==> config.mk <==
export PLATFORM = sky130hd
export DESIGN_NAME = mandelbrot_escape_pixel_top
export DESIGN_NICKNAME = d
export VERILOG_FILES = /design/src/hdl/mep_pkg.sv /design/src/hdl/mandelbrot_escape_pixel_top.sv /design/src/hdl/mep_ctrl.sv /design/src/hdl/mep_dp.sv
export SDC_FILE = /design/constraint.sdc
export NUM_CORES = 2
export LEC_CHECK = 0
export BUFFER_PORTS_ARGS = -buffer_cell sky130_fd_sc_hd__buf_2
export CAP_MARGIN = 40
export CORE_MARGIN = 1
export CORE_UTILIZATION = 50
export DETAILED_ROUTE_END_ITERATION = 10
export GPL_TIMING_DRIVEN = 0
export PLACE_DENSITY = 0.73
export SYNTH_ARGS = -nofsm -noshare
export SYNTH_HDL_FRONTEND = slang
export SYNTH_SLANG_ARGS = --single-unit
==> constraint.sdc <==
create_clock -name i_clk -period 11.3 [get_ports i_clk]
set_clock_uncertainty 0.05 [all_clocks]
set_input_delay 2.26 -clock i_clk [delete_from_list [all_inputs] [get_ports i_clk]]
set_output_delay 2.26 -clock i_clk [all_outputs]
set_load 0.01 [all_outputs]
==> src/hdl/mep_pkg.sv <==
// Shared types, constants and helper functions of the escape-time pixel engine.
// Used by the controller, the datapath and the top level; depends on nothing.
package mep_pkg;

    // Default parameter values.
    localparam int MAX_ITER_DEF   = 256;
    localparam int IMG_WIDTH_DEF  = 800;
    localparam int IMG_HEIGHT_DEF = 600;
    localparam int FRAC_BITS_DEF  = 24;

    // Width of the working sums before saturation, and of a signed pixel offset.
    localparam int SAT_W = 72;
    localparam int OFF_W = 13;

    // Configuration register indexes.
    localparam int CFG_IDX_W = 3;
    typedef enum logic [CFG_IDX_W-1:0] {
        CFG_CENTER_RE,
        CFG_CENTER_IM,
        CFG_ZOOM,
        CFG_STEP_RE,
        CFG_STEP_IM,
        CFG_BOUND
    } t_cfg_idx;

    // Register reset values, Q7.24.
    localparam logic signed [31:0] RST_CENTER_RE = 32'shFF40_0000;
    localparam logic signed [31:0] RST_CENTER_IM = 32'sh0000_0000;
    localparam logic signed [31:0] RST_ZOOM      = 32'sh0100_0000;
    localparam logic [30:0]        RST_STEP_RE   = 31'd41943;
    localparam logic [30:0]        RST_STEP_IM   = 31'd55924;
    localparam logic [30:0]        RST_BOUND     = 31'd1677721600;

    localparam logic [31:0] ARGB_BLACK = 32'hFF00_0000;

    // Colour ramp: threshold table over the 8-bit coefficient.
    localparam int          THR_W      = 13;
    localparam logic [63:0] COEF_SCALE = 64'd4228250625;   // 255^4
    typedef logic [255:0][THR_W-1:0] t_thr_tab;

    typedef enum logic [3:0] {
        ST_IDLE,
        ST_MAP_OFF,
        ST_MAP_T,
        ST_MAP_ZOOM,
        ST_MAP_C,
        ST_IT_XX,
        ST_IT_YY,
        ST_IT_XY,
        ST_IT_CHK,
        ST_COEF,
        ST_DONE
    } t_state;

    typedef enum logic [2:0] {
        MUL_OFF,
        MUL_ZOOM,
        MUL_XX,
        MUL_YY,
        MUL_XY
    } t_mul_sel;

    typedef struct packed {
        logic       start;
        t_mul_sel   mul_sel;
        logic       im;
        logic       ld_t;
        logic       ld_c;
        logic       ld_x2;
        logic       ld_y2;
        logic       upd;
        logic       coef_step;
        logic [2:0] coef_bit;
        logic       ld_out;
    } t_cmd;

    typedef struct packed {
        logic escaped;
        logic last;
    } t_stat;

    // Clamp a wide signed value to the signed 32-bit range.
    function automatic logic signed [31:0] sat32(input logic signed [SAT_W-1:0] v);
        logic fits;
        fits = (&v[SAT_W-1:31]) || !(|v[SAT_W-1:31]);
        if (fits) begin
            return v[31:0];
        end else if (v[SAT_W-1]) begin
            return 32'sh8000_0000;
        end else begin
            return 32'sh7FFF_FFFF;
        end
    endfunction

    // Entry k is the smallest count n with k^4 * max_iter <= n * 255^4.
    function automatic t_thr_tab thr_table(input int unsigned max_iter);
        t_thr_tab    tab;
        logic [63:0] num;
        int          k;
        for (k = 0; k < 256; k++) begin
            num = 64'(k) * 64'(k) * 64'(k) * 64'(k) * 64'(max_iter);
            tab[8'(k)] = THR_W'((num + COEF_SCALE - 64'd1) / COEF_SCALE);
        end
        return tab;
    endfunction

endpackage

==> src/hdl/mandelbrot_escape_pixel_top.sv <==
// Escape-time pixel engine: one pixel coordinate in, one iteration count and colour word out.
// Each pixel maps to a point c in signed Q7.24 and iterates z = z^2 + c from z = c until
// |z|^2 passes the escape bound or MAX_ITER iterations are done. All products go through a
// single shared signed 32x32 multiplier, so the work of a pixel runs as a sequence from acceptance
// to its result register: the coordinate mapping, then for each iteration the three products
// and the radius test with update, then the colour coefficient search and the load of the result.
// One pixel is worked on at a time; a finished word waits in the output register while the
// next pixel is taken. Configuration writes are always ready and are meant for idle periods.
// Depends on mep_pkg, mep_ctrl and mep_dp.
module mandelbrot_escape_pixel_top #(
    parameter int MAX_ITER   = mep_pkg::MAX_ITER_DEF,
    parameter int IMG_WIDTH  = mep_pkg::IMG_WIDTH_DEF,
    parameter int IMG_HEIGHT = mep_pkg::IMG_HEIGHT_DEF,
    parameter int FRAC_BITS  = mep_pkg::FRAC_BITS_DEF
) (
    input  logic                          i_clk,
    input  logic                          i_rst_n,
    input  logic                          i_in_valid,
    output logic                          o_in_ready,
    input  logic [9:0]                    i_pixel_col,
    input  logic [9:0]                    i_pixel_row,
    output logic                          o_out_valid,
    input  logic                          i_out_ready,
    output logic [8:0]                    o_iter_count,
    output logic                          o_in_set,
    output logic [31:0]                   o_argb_color,
    input  logic                          i_cfg_valid,
    output logic                          o_cfg_ready,
    input  logic [mep_pkg::CFG_IDX_W-1:0] i_cfg_index,
    input  logic [31:0]                   i_cfg_data
);

    mep_pkg::t_cmd  cmd;
    mep_pkg::t_stat stat;

    assign o_cfg_ready = 1'b1;

    mep_ctrl u_ctrl (
        .i_clk       (i_clk),
        .i_rst_n     (i_rst_n),
        .i_in_valid  (i_in_valid),
        .o_in_ready  (o_in_ready),
        .o_out_valid (o_out_valid),
        .i_out_ready (i_out_ready),
        .i_stat      (stat),
        .o_cmd       (cmd)
    );

    mep_dp #(
        .MAX_ITER   (MAX_ITER),
        .IMG_WIDTH  (IMG_WIDTH),
        .IMG_HEIGHT (IMG_HEIGHT),
        .FRAC_BITS  (FRAC_BITS)
    ) u_dp (
        .i_clk        (i_clk),
        .i_rst_n      (i_rst_n),
        .i_cfg_we     (i_cfg_valid && o_cfg_ready),
        .i_cfg_index  (i_cfg_index),
        .i_cfg_data   (i_cfg_data),
        .i_pixel_col  (i_pixel_col),
        .i_pixel_row  (i_pixel_row),
        .i_cmd        (cmd),
        .o_stat       (stat),
        .o_iter_count (o_iter_count),
        .o_in_set     (o_in_set),
        .o_argb_color (o_argb_color)
    );

endmodule

==> src/hdl/mep_ctrl.sv <==
// Sequencer of the escape-time engine: maps the pixel, runs the iteration loop,
// searches the colour coefficient and hands the word to the output. Uses mep_pkg.
module mep_ctrl (
    input  logic             i_clk,
    input  logic             i_rst_n,
    input  logic             i_in_valid,
    output logic             o_in_ready,
    output logic             o_out_valid,
    input  logic             i_out_ready,
    input  mep_pkg::t_stat   i_stat,
    output mep_pkg::t_cmd    o_cmd
);

    localparam logic [2:0] TOP_BIT = 3'd7;

    mep_pkg::t_state r_state, n_state;
    logic            r_im, n_im;
    logic [2:0]      r_bit, n_bit;
    logic            r_out_valid, n_out_valid;

    always_ff @(posedge i_clk) begin
        if (!i_rst_n) begin
            r_state     <= mep_pkg::ST_IDLE;
            r_im        <= 1'b0;
            r_bit       <= '0;
            r_out_valid <= 1'b0;
        end else begin
            r_state     <= n_state;
            r_im        <= n_im;
            r_bit       <= n_bit;
            r_out_valid <= n_out_valid;
        end
    end

    always_comb begin
        n_state = r_state;
        n_im    = r_im;
        n_bit   = r_bit;
        o_cmd   = '0;
        case (r_state)
            mep_pkg::ST_IDLE: begin
                if (i_in_valid) begin
                    o_cmd.start = 1'b1;
                    n_im        = 1'b0;
                    n_state     = mep_pkg::ST_MAP_OFF;
                end
            end
            mep_pkg::ST_MAP_OFF: begin
                o_cmd.mul_sel = mep_pkg::MUL_OFF;
                o_cmd.im      = r_im;
                n_state       = mep_pkg::ST_MAP_T;
            end
            mep_pkg::ST_MAP_T: begin
                o_cmd.ld_t = 1'b1;
                o_cmd.im   = r_im;
                n_state    = mep_pkg::ST_MAP_ZOOM;
            end
            mep_pkg::ST_MAP_ZOOM: begin
                o_cmd.mul_sel = mep_pkg::MUL_ZOOM;
                n_state       = mep_pkg::ST_MAP_C;
            end
            mep_pkg::ST_MAP_C: begin
                o_cmd.ld_c = 1'b1;
                o_cmd.im   = r_im;
                // The real part is mapped first, then the same four steps run again.
                if (r_im) begin
                    n_state = mep_pkg::ST_IT_XX;
                end else begin
                    n_im    = 1'b1;
                    n_state = mep_pkg::ST_MAP_OFF;
                end
            end
            mep_pkg::ST_IT_XX: begin
                o_cmd.mul_sel = mep_pkg::MUL_XX;
                n_state       = mep_pkg::ST_IT_YY;
            end
            mep_pkg::ST_IT_YY: begin
                o_cmd.mul_sel = mep_pkg::MUL_YY;
                o_cmd.ld_x2   = 1'b1;
                n_state       = mep_pkg::ST_IT_XY;
            end
            mep_pkg::ST_IT_XY: begin
                o_cmd.mul_sel = mep_pkg::MUL_XY;
                o_cmd.ld_y2   = 1'b1;
                n_state       = mep_pkg::ST_IT_CHK;
            end
            mep_pkg::ST_IT_CHK: begin
                o_cmd.upd = 1'b1;
                if (i_stat.escaped || i_stat.last) begin
                    n_bit   = TOP_BIT;
                    n_state = mep_pkg::ST_COEF;
                end else begin
                    n_state = mep_pkg::ST_IT_XX;
                end
            end
            mep_pkg::ST_COEF: begin
                o_cmd.coef_step = 1'b1;
                o_cmd.coef_bit  = r_bit;
                if (r_bit == '0) begin
                    n_state = mep_pkg::ST_DONE;
                end else begin
                    n_bit = r_bit - 3'd1;
                end
            end
            mep_pkg::ST_DONE: begin
                if (!r_out_valid || i_out_ready) begin
                    o_cmd.ld_out = 1'b1;
                    n_state      = mep_pkg::ST_IDLE;
                end
            end
            default: begin
                n_state = mep_pkg::ST_IDLE;
            end
        endcase
    end

    assign n_out_valid = o_cmd.ld_out || (r_out_valid && !i_out_ready);
    assign o_out_valid = r_out_valid;
    assign o_in_ready  = (r_state == mep_pkg::ST_IDLE);

endmodule

==> src/hdl/mep_dp.sv <==
// Datapath of the escape-time engine: configuration registers, one shared signed
// 32x32 multiplier, the iterate registers, the colour search and the result word.
// Uses mep_pkg; driven by mep_ctrl.
module mep_dp #(
    parameter int MAX_ITER   = mep_pkg::MAX_ITER_DEF,
    parameter int IMG_WIDTH  = mep_pkg::IMG_WIDTH_DEF,
    parameter int IMG_HEIGHT = mep_pkg::IMG_HEIGHT_DEF,
    parameter int FRAC_BITS  = mep_pkg::FRAC_BITS_DEF
) (
    input  logic                          i_clk,
    input  logic                          i_rst_n,
    input  logic                          i_cfg_we,
    input  logic [mep_pkg::CFG_IDX_W-1:0] i_cfg_index,
    input  logic [31:0]                   i_cfg_data,
    input  logic [9:0]                    i_pixel_col,
    input  logic [9:0]                    i_pixel_row,
    input  mep_pkg::t_cmd                 i_cmd,
    output mep_pkg::t_stat                o_stat,
    output logic [8:0]                    o_iter_count,
    output logic                          o_in_set,
    output logic [31:0]                   o_argb_color
);

    localparam int NW = $clog2(MAX_ITER + 1);
    localparam int SW = 64 - FRAC_BITS;
    localparam int OW = mep_pkg::OFF_W;
    localparam int SATW = mep_pkg::SAT_W;
    localparam logic signed [OW-1:0] HALF_W = OW'(IMG_WIDTH / 2);
    localparam logic signed [OW-1:0] HALF_H = OW'(IMG_HEIGHT / 2);
    localparam logic [NW-1:0] N_LAST = NW'(MAX_ITER - 1);
    localparam logic [NW-1:0] N_MAX  = NW'(MAX_ITER);
    localparam mep_pkg::t_thr_tab THR_TAB = mep_pkg::thr_table(MAX_ITER);

    // Configuration.
    logic signed [31:0] r_center_re, r_center_im, r_zoom;
    logic [30:0]        r_step_re, r_step_im, r_bound;

    always_ff @(posedge i_clk) begin
        if (!i_rst_n) begin
            r_center_re <= mep_pkg::RST_CENTER_RE;
            r_center_im <= mep_pkg::RST_CENTER_IM;
            r_zoom      <= mep_pkg::RST_ZOOM;
            r_step_re   <= mep_pkg::RST_STEP_RE;
            r_step_im   <= mep_pkg::RST_STEP_IM;
            r_bound     <= mep_pkg::RST_BOUND;
        end else if (i_cfg_we) begin
            case (i_cfg_index)
                mep_pkg::CFG_CENTER_RE: r_center_re <= i_cfg_data;
                mep_pkg::CFG_CENTER_IM: r_center_im <= i_cfg_data;
                mep_pkg::CFG_ZOOM:      r_zoom      <= i_cfg_data;
                mep_pkg::CFG_STEP_RE:   r_step_re   <= i_cfg_data[30:0];
                mep_pkg::CFG_STEP_IM:   r_step_im   <= i_cfg_data[30:0];
                mep_pkg::CFG_BOUND:     r_bound     <= i_cfg_data[30:0];
                default: ;
            endcase
        end
    end

    // Working registers.
    logic [9:0]          r_col, r_row;
    logic signed [63:0]  r_prod;
    logic signed [31:0]  r_t, r_cre, r_cim, r_x, r_y;
    logic signed [SW-1:0] r_x2, r_y2;
    logic [NW-1:0]       r_n;
    logic [7:0]          r_k;
    logic [8:0]          r_iter;
    logic                r_in_set;
    logic [31:0]         r_argb;

    logic signed [OW-1:0] off_re, off_im, off_sel;
    logic signed [31:0]   mul_a, mul_b;
    logic signed [63:0]   prod;
    logic signed [SW-1:0] prod_q;
    logic signed [31:0]   t_new, c_new, r2, x_new, y_new;
    logic [7:0]           trial;

    assign off_re  = $signed({{(OW - 10){1'b0}}, r_col}) - HALF_W;
    assign off_im  = $signed({{(OW - 10){1'b0}}, r_row}) - HALF_H;
    assign off_sel = i_cmd.im ? off_im : off_re;

    always_comb begin
        case (i_cmd.mul_sel)
            mep_pkg::MUL_OFF: begin
                mul_a = 32'(off_sel);
                mul_b = i_cmd.im ? $signed({1'b0, r_step_im}) : $signed({1'b0, r_step_re});
            end
            mep_pkg::MUL_ZOOM: begin
                mul_a = r_t;
                mul_b = r_zoom;
            end
            mep_pkg::MUL_XX: begin
                mul_a = r_x;
                mul_b = r_x;
            end
            mep_pkg::MUL_YY: begin
                mul_a = r_y;
                mul_b = r_y;
            end
            mep_pkg::MUL_XY: begin
                mul_a = r_x;
                mul_b = r_y;
            end
            default: begin
                mul_a = r_x;
                mul_b = r_y;
            end
        endcase
    end

    assign prod = 64'(mul_a) * 64'(mul_b);

    // Dropping the low fraction bits of a two's complement value rounds toward minus infinity.
    assign prod_q = $signed(r_prod[63:FRAC_BITS]);

    assign t_new = mep_pkg::sat32(SATW'(r_prod)
                   + SATW'(i_cmd.im ? r_center_im : r_center_re));
    assign c_new = mep_pkg::sat32(SATW'(prod_q));
    assign r2    = mep_pkg::sat32(SATW'(r_x2) + SATW'(r_y2));
    assign x_new = mep_pkg::sat32(SATW'(r_x2) - SATW'(r_y2) + SATW'(r_cre));
    assign y_new = mep_pkg::sat32(SATW'(prod_q) + SATW'(prod_q) + SATW'(r_cim));

    assign o_stat.escaped = (r2 > $signed({1'b0, r_bound}));
    assign o_stat.last    = (r_n == N_LAST);

    assign trial = r_k | (8'd1 << i_cmd.coef_bit);

    always_ff @(posedge i_clk) begin
        r_prod <= prod;
        if (i_cmd.start) begin
            r_col <= i_pixel_col;
            r_row <= i_pixel_row;
            r_n   <= '0;
            r_k   <= '0;
        end
        if (i_cmd.ld_t) begin
            r_t <= t_new;
        end
        if (i_cmd.ld_c) begin
            if (i_cmd.im) begin
                r_cim <= c_new;
                r_y   <= c_new;
            end else begin
                r_cre <= c_new;
                r_x   <= c_new;
            end
        end
        if (i_cmd.ld_x2) begin
            r_x2 <= prod_q;
        end
        if (i_cmd.ld_y2) begin
            r_y2 <= prod_q;
        end
        // The x*y product sits in r_prod when the radius test runs.
        if (i_cmd.upd && !o_stat.escaped) begin
            r_x <= x_new;
            r_y <= y_new;
            r_n <= r_n + NW'(1);
        end
        // One bit of the coefficient per step, from the top.
        if (i_cmd.coef_step && (THR_TAB[trial] <= mep_pkg::THR_W'(r_n))) begin
            r_k <= trial;
        end
        if (i_cmd.ld_out) begin
            r_iter   <= 9'(r_n);
            r_in_set <= (r_n == N_MAX);
            r_argb   <= (r_n == N_MAX) ? mep_pkg::ARGB_BLACK
                        : {8'hFF, r_k, 1'b0, r_k[0], 6'b000000, ~r_k};
        end
    end

    assign o_iter_count = r_iter;
    assign o_in_set     = r_in_set;
    assign o_argb_color = r_argb;

endmodule

## Word-level counts from Yosys, hierarchy flattened

Memory sizes are Yosys's and may differ from the RTL's.
Cells that the tools add are included.

| word-level totals | value |
|---|---|
| word-level logic and storage cells | 173 |
| memories | 1 |
| output and inout port bits | 45 |
| register bits | 581 |
| input port bits | 60 |
| memory bits (read-only) | 3,328 |

| operators by class | value |
|---|---|
| $lt $le $gt $ge | 3 |
| add/subtract/negate cells | 10 |
| shift operators | 1 |
| multiplexer cells | 49 |
| equal/unequal tests | 26 |
| bitwise logic cells | 3 |
| multiply operators | 1 |
| reduce and logical (&&, ||, !) cells | 53 |

Memory list:

| memory | depth | bits a word | read ports | clocked after memory_dff | wr ports | RTL line | source |
|---|---|---|---|---|---|---|---|
| (name not given) | 256 | 13 | 1 | 0 | 0 | mep_dp.sv:160 | `if (i_cmd.coef_step && (THR_TAB[trial] <= mep_pkg::THR_W'(r_n))) begin` |

Operators with widths:

| cell | count |
|---|---|
| 2-to-1 mux 32 bit | 16 |
| one-hot mux 32 bit (3 select lines) | 2 |
| AND reduction 41 bit | 4 |
| OR reduction 41 bit | 4 |
| adder 41 x 32 -> 42 bit | 2 |
| adder 40 x 40 -> 41 bit | 2 |
| adder 64 x 72 -> 72 bit | 1 |
| 2-to-1 mux 72 bit | 1 |
| multiplier 32 x 32 -> 64 bit | 1 |
| one-hot mux 4 bit (11 select lines) | 1 |
| subtractor 40 x 40 -> 41 bit | 1 |
| > comparator 32 bit | 1 |
| 2-to-1 mux 31 bit | 1 |
| 2-to-1 mux 13 bit | 2 |
| AND reduction 2 bit | 11 |
| subtractor 10 x 9 -> 11 bit (second input constant) | 2 |
| 2-to-1 mux 4 bit | 5 |
| 2-to-1 mux 9 bit | 2 |
| == test 4 x 3 -> 1 bit (second input constant) | 4 |
| 2-to-1 mux 8 bit | 2 |
| less-or-equal comparator 13 x 9 -> 1 bit | 1 |
| == test 3 x 2 -> 1 bit (second input constant) | 4 |
| == test 4 bit (second input constant) | 3 |
| one-hot mux 3 bit (4 select lines) | 1 |
| 29 further kinds | 72 |

## Longest topological paths before layout

| depth | value |
|---|---|
| depth after elaboration | 10 |
| gate-level depth with buffers | 42 |
| mapped depth without buffers | 38 |

## By module

A second synthesis with hierarchy kept.

| second synthesis, totals | value |
|---|---|
| cells, all modules | 8,067 |
| area, all modules | 72,677.2 µm² |

By module, submodules not included:

| module | times used | area each (µm²) | seq. area each (µm²) | cells each |
|---|---|---|---|---|
| mep_dp | 1 | 72,000.3 | 14,163.6 | 7,983 |
| mep_ctrl | 1 | 665.6 | 180.2 | 82 |
| mandelbrot_escape_pixel_top | 1 | 11.3 | 0.0 | 2 |

## Least setup slack after synthesis

OpenSTA, ideal clock, no wires.

| path | value |
|---|---|
| kind | register to register |
| start | register u_ctrl.r_state[2] |
| end | register u_dp.r_prod[53] |
| path buffers | 4 |
| path slack | 938 ps |
| arrival | 10,240 ps |
| required time | 11,178 ps |
| cell stages (with the launch flop) | 35 |
| setup time | 72 ps |
| period minus slack after synthesis | 10,362 ps |
| path through | dfxtp_1 -> clkbuf_1 -> nor2b_1 -> nand2_1 -> nor2_1 -> clkbuf_1 -> a22oi_1 -> nand3_1 -> o21a_1 -> clkbuf_1 -> nand2_1 -> fa_1 -> fa_1 -> fa_1 -> fa_1 -> inv_1 -> fa_1 -> fa_1 -> fa_1 -> fa_1 -> ha_1 -> clkbuf_1 -> a21o_1 -> a21o_1 -> a211o_1 -> a32oi_1 -> o21ai_1 -> a211o_1 -> a21oi_1 -> o2111ai_1 -> nand2_1 -> o21ai_1 -> a221o_1 -> a21oi_1 -> xnor2_1 |

| between the ends | value |
|---|---|
| cells in the longest elaborated chain, start to end | 6 |
| elaborated cells on any way between the ends | 19 |
| classes of those cells | 1 x mul; 10 x eq/ne; 6 x mux; 2 x reduce/logical |

Ends and longest elaborated chain:

| element | RTL line | source |
|---|---|---|
| start: declaration | mep_ctrl.sv:16 | `mep_pkg::t_state r_state, n_state;` |
| start signal: assignment | mep_ctrl.sv:23 | `r_state <= mep_pkg::ST_IDLE;` |
| start signal: assignment | mep_ctrl.sv:28 | `r_state <= n_state;` |
| branches (longest 5 deep; another with one-hot mux 32 bit (3 select lines)) | - |  |
| multiplier 32 x 32 -> 64 bit (*) | mep_dp.sv:110 | `assign prod = 64'(mul_a) * 64'(mul_b);` |
| net u_dp.prod[53] | mep_dp.sv:72 | `logic signed [63:0] prod;` |
| end signal: assignment | mep_dp.sv:128 | `r_prod <= prod;` |
| end: declaration | mep_dp.sv:61 | `logic signed [63:0] r_prod;` |

Mark *: on every way through the listed nets, which the timed path passes.
A chain may end at the register's enable or synchronous reset.

## Final worst setup path

| path | value |
|---|---|
| start | register u_ctrl.r_state[1] |
| end | register u_dp.r_prod[53] |

The elaborated chain is that of the path after synthesis.

==> flow_summary.rst <==
.. list-table::
   :header-rows: 1

   * - Metric
     - Value
   * - Result of the run
     - complete, no violations
   * - Sequential area share after synthesis
     - 0.200
   * - Clock Sinks
     - between 500 and 600
   * - Grt total ovfl
     - 0
   * - Remaining max-slew budget at the tightest pin
     - 0.319
   * - # IOs
     - 105
   * - Required time of the critical path
     - between 10 and 15 ns
   * - Core Footprint
     - about 140000 sq um
   * - Post-Syn Area per Cell
     - between 9 and 10 sq um
   * - Antenna Violating Nets Remaining
     - 0
   * - Slowest-stage cell, CP
     - sky130_fd_sc_hd__fa_1
   * - Clock network latency to the later pin of the worst-skew pair
     - 0.68 ns
   * - Final hold vios
     - 0
   * - Slowest stage delay, CP
     - between 0.5 and 0.6 ns
   * - Cell type with the highest occurrence count on the critical path
     - sky130_fd_sc_hd__fa_1
   * - Setup tns final
     - 0 ns
   * - Total number of vias
     - between 60000 and 70000
   * - Crit path capture
     - u_dp.r_prod[53]
   * - Post-layout minimum cycle time
     - roughly 11 ns
   * - Most frequent cell after synthesis
     - sky130_fd_sc_hd__inv_1
   * - Routability congestion estimate
     - about 1.1
   * - Startpoint kind of the worst setup timing path
     - register
   * - Total of flip-flops plus latches after synthesis
     - roughly 570
   * - Initial antenna violation count
     - 12
   * - Wire length per cell after detailed routing
     - between 20 and 30 um
   * - CTS tree
     - built
   * - Vias per std cell
     - ~5.9
   * - Max Freq
     - between 0.08 and 0.09 GHz
   * - Share of synthesized flip-flops with an asynchronous set or reset
     - 0
   * - Endpoint class of the critical path
     - register
   * - Worst setup path class
     - register to register
   * - Worst setup path startpoint
     - u_ctrl.r_state[1]
   * - Wire length of the first global-routing pass
     - around 400000 um
   * - Footprint of the multi-input gates
     - around 51000 sq um
   * - Worst flop-to-flop path startpoint
     - u_ctrl.r_state[1]
   * - Clock slew at the register clock pins of the worst setup and hold paths
     - roughly 0.07 ns
   * - Buffer type at the clock tree root
     - sky130_fd_sc_hd__clkbuf_16
   * - Arrival @ worst endpoint
     - about 12 ns
   * - Synthesis-to-finish area growth
     - 9.01%
   * - Number of iterations in the first detailed-routing pass
     - 10
   * - Fraction of layout cells with a size suffix above 1
     - 0.0790
   * - Final worst path period share
     - 0.986
   * - Number of cells on the critical path
     - 36
   * - Maximum number of pins on one net before global-route repair
     - 35
   * - Worst min-delay path class
     - register to register
   * - Cts-stage hold buffer count
     - 0
   * - Die area
     - approximately 140000 sq um
   * - Die X-Extent
     - approximately 380 um
   * - Dominant register cell in the synthesized netlist
     - sky130_fd_sc_hd__edfxtp_1
   * - Top Family by Delay on Critical Path
     - adder cells
   * - Minimum setup slack among reg-to-reg paths
     - around 0.16 ns
   * - Length in cells of the worst reg-to-reg path
     - 36
   * - Clock Tree Buf Depth
     - 3
   * - Number of enable flip-flop cells after synthesis
     - between 300 and 400
   * - Most frequent cells after synthesis
     - 1288 x sky130_fd_sc_hd__inv_1, 1125 x sky130_fd_sc_hd__fa_1, 1040 x sky130_fd_sc_hd__nand2_1, 821 x sky130_fd_sc_hd__nor2_1, 456 x sky130_fd_sc_hd__ha_1
   * - Count of mapped cells out of synthesis
     - between 7000 and 8000
   * - Number of port buffers
     - 87
   * - Total of warnings raised by yosys
     - 0
   * - Share of the synthesized area in the top cell type
     - 0.314
   * - Setup violation total in the final timing report
     - 0
   * - Storage element area
     - approximately 14000 sq um
   * - Filler cell count in the final layout
     - 12800
   * - Vias in the first global route
     - around 60000
   * - DRC
     - 0
   * - Fin. max-slew vios
     - 0
   * - Critical register-to-register path endpoint
     - u_dp.r_prod[53]
   * - Main area contributors after synthesis
     - sky130_fd_sc_hd__fa_1 31%, sky130_fd_sc_hd__edfxtp_1 13%, sky130_fd_sc_hd__ha_1 8.0%, sky130_fd_sc_hd__dfxtp_1 7.3%, sky130_fd_sc_hd__inv_1 6.7%
   * - Total cell area at the placement stage
     - 75900 sq um
   * - TritonCTS buffer count
     - 56
   * - Post-synth top area cell
     - sky130_fd_sc_hd__fa_1
   * - Std-Cell Rows
     - 138
   * - Half-perimeter wire length after detailed placement
     - ~220000 um
   * - Global-route usage over all layers
     - 0.364
   * - Critical path buffers and inverters
     - 9
   * - Fin nets
     - 9846
   * - Crit Path Max Fanout
     - 10
   * - Startpoint of the tightest hold check path
     - u_dp.r_n[4]
   * - Starting density of the core
     - 0.505
   * - Count of cell types in the netlist
     - 105
   * - Summed instance area of the synthesized netlist
     - slightly above 70000 sq um
   * - Die Span Y
     - 381 um
   * - Final design instance area without fill
     - roughly 78000 sq um
   * - Depth of the CTS H-tree
     - 2
   * - Slew at the pin with the worst max-slew slack
     - 1.02 ns
   * - Detailed-route wire length
     - between 200000 and 300000 um
   * - Number of maximum-capacitance constraint violations
     - 0
   * - Number of violations reported at the end of detailed-routing iteration 0
     - 7162
[placed cells by master, fill, tap and decap left out, types with 82 or more instances in the layout]
cell	n
sky130_fd_sc_hd__a21boi_0	164
sky130_fd_sc_hd__a21o_1	137
sky130_fd_sc_hd__a21oi_1	314
sky130_fd_sc_hd__buf_2	129
sky130_fd_sc_hd__clkbuf_1	224
sky130_fd_sc_hd__dfxtp_1	260
sky130_fd_sc_hd__edfxtp_1	303
sky130_fd_sc_hd__fa_1	1123
sky130_fd_sc_hd__ha_1	455
sky130_fd_sc_hd__inv_1	1286
sky130_fd_sc_hd__nand2_1	1039
sky130_fd_sc_hd__nand2b_1	82
sky130_fd_sc_hd__nand3_1	114
sky130_fd_sc_hd__nor2_1	817
sky130_fd_sc_hd__o21ai_0	182
sky130_fd_sc_hd__xnor2_1	161
[metrics by stage]
| step | worst slack [ns] | utilization | cells | hold WS [ns] |
|---|---|---|---|---|
| 6_report | 0.159 | 0.551 | 10100 | 0.400 |
| 5_1_grt | -0.00986 | 0.551 | 10100 | 0.410 |
| 4_1_cts | 0.00339 | 0.550 | 10100 | 0.397 |
| 3_5_place_dp | -1.32 | 0.535 | 10000 | 0.382 |
| 3_3_place_gp | -3.04 | 0.525 | 9932 | 0.384 |
| 2_1_floorplan | 0.938 | - | 7955 | 0.376 |
[logic make-up after synthesis]
logic type / Yosys count / synth area share
adder cells (fa/ha/maj): 1581 / 0.394
multiplexers: 90 / 0.0133
buffers and inverters: 1679 / 0.0907
other: 2 / 0.000105
flip-flops: 565 / 0.200
AND/OR/NAND/NOR: 2412 / 0.145
AO/OA/AOI/OAI: 1371 / 0.128
XOR/XNOR: 241 / 0.0294
[state kept, by name, summed over array words and instances (netlist names), 10 cells and up]
register and cells:
u_dp.r_prod 64, u_dp.r_x2 40, u_dp.r_y2 40, u_dp.r_center_im 32, u_dp.r_center_re 32, u_dp.r_cim 32, u_dp.r_cre 32, u_dp.r_t 32
u_dp.r_x 32, u_dp.r_y 32, u_dp.r_zoom 32, u_dp.r_bound 31, u_dp.r_step_im 31, u_dp.r_step_re 31, u_dp.o_argb_color 16, u_dp.r_col 10
u_dp.r_row 10
[layer usage]
metal,routed length [um],GRT usage
met1,102000,0.488
met2,112000,0.536
met3,32300,0.103
met4,16800,0.186
met5,119,0.00265
[timing repair]
item / 4_1_cts / 5_1_grt
setup buffers: 0 / 4
endpoints found under the setup margin: 32 / 17
cloned: 0 / 0
resized for setup: 116 / 74
[cell type report]
cell class / count / area share
diodes: 6 / 0.000192
plain buffers: 374 / 0.0224
clock buffers: 75 / 0.0199
clock inverters: 31 / 0.00491
inverters: 1289 / 0.0620
multi-input cells: 5711 / 0.654
flip-flops and latches: 565 / 0.183
well taps: 1890 / 0.0302
repair buffers: 208 / 0.0226
[how the worst min path moves through the flow]
stage	end	cells past startpoint
after floorplan	u_dp.o_iter_count[4]	0
after global placement	u_dp.o_iter_count[4]	0
after CTS	u_dp.o_iter_count[4]	0
after detailed placement	u_dp.o_iter_count[4]	0
final	u_dp.o_iter_count[4]	0
after global routing	u_dp.o_iter_count[4]	0
Power is left out: the tool's default activity adds up to more than one toggle a clock period on the data nets, which glitch-free logic cannot reach.
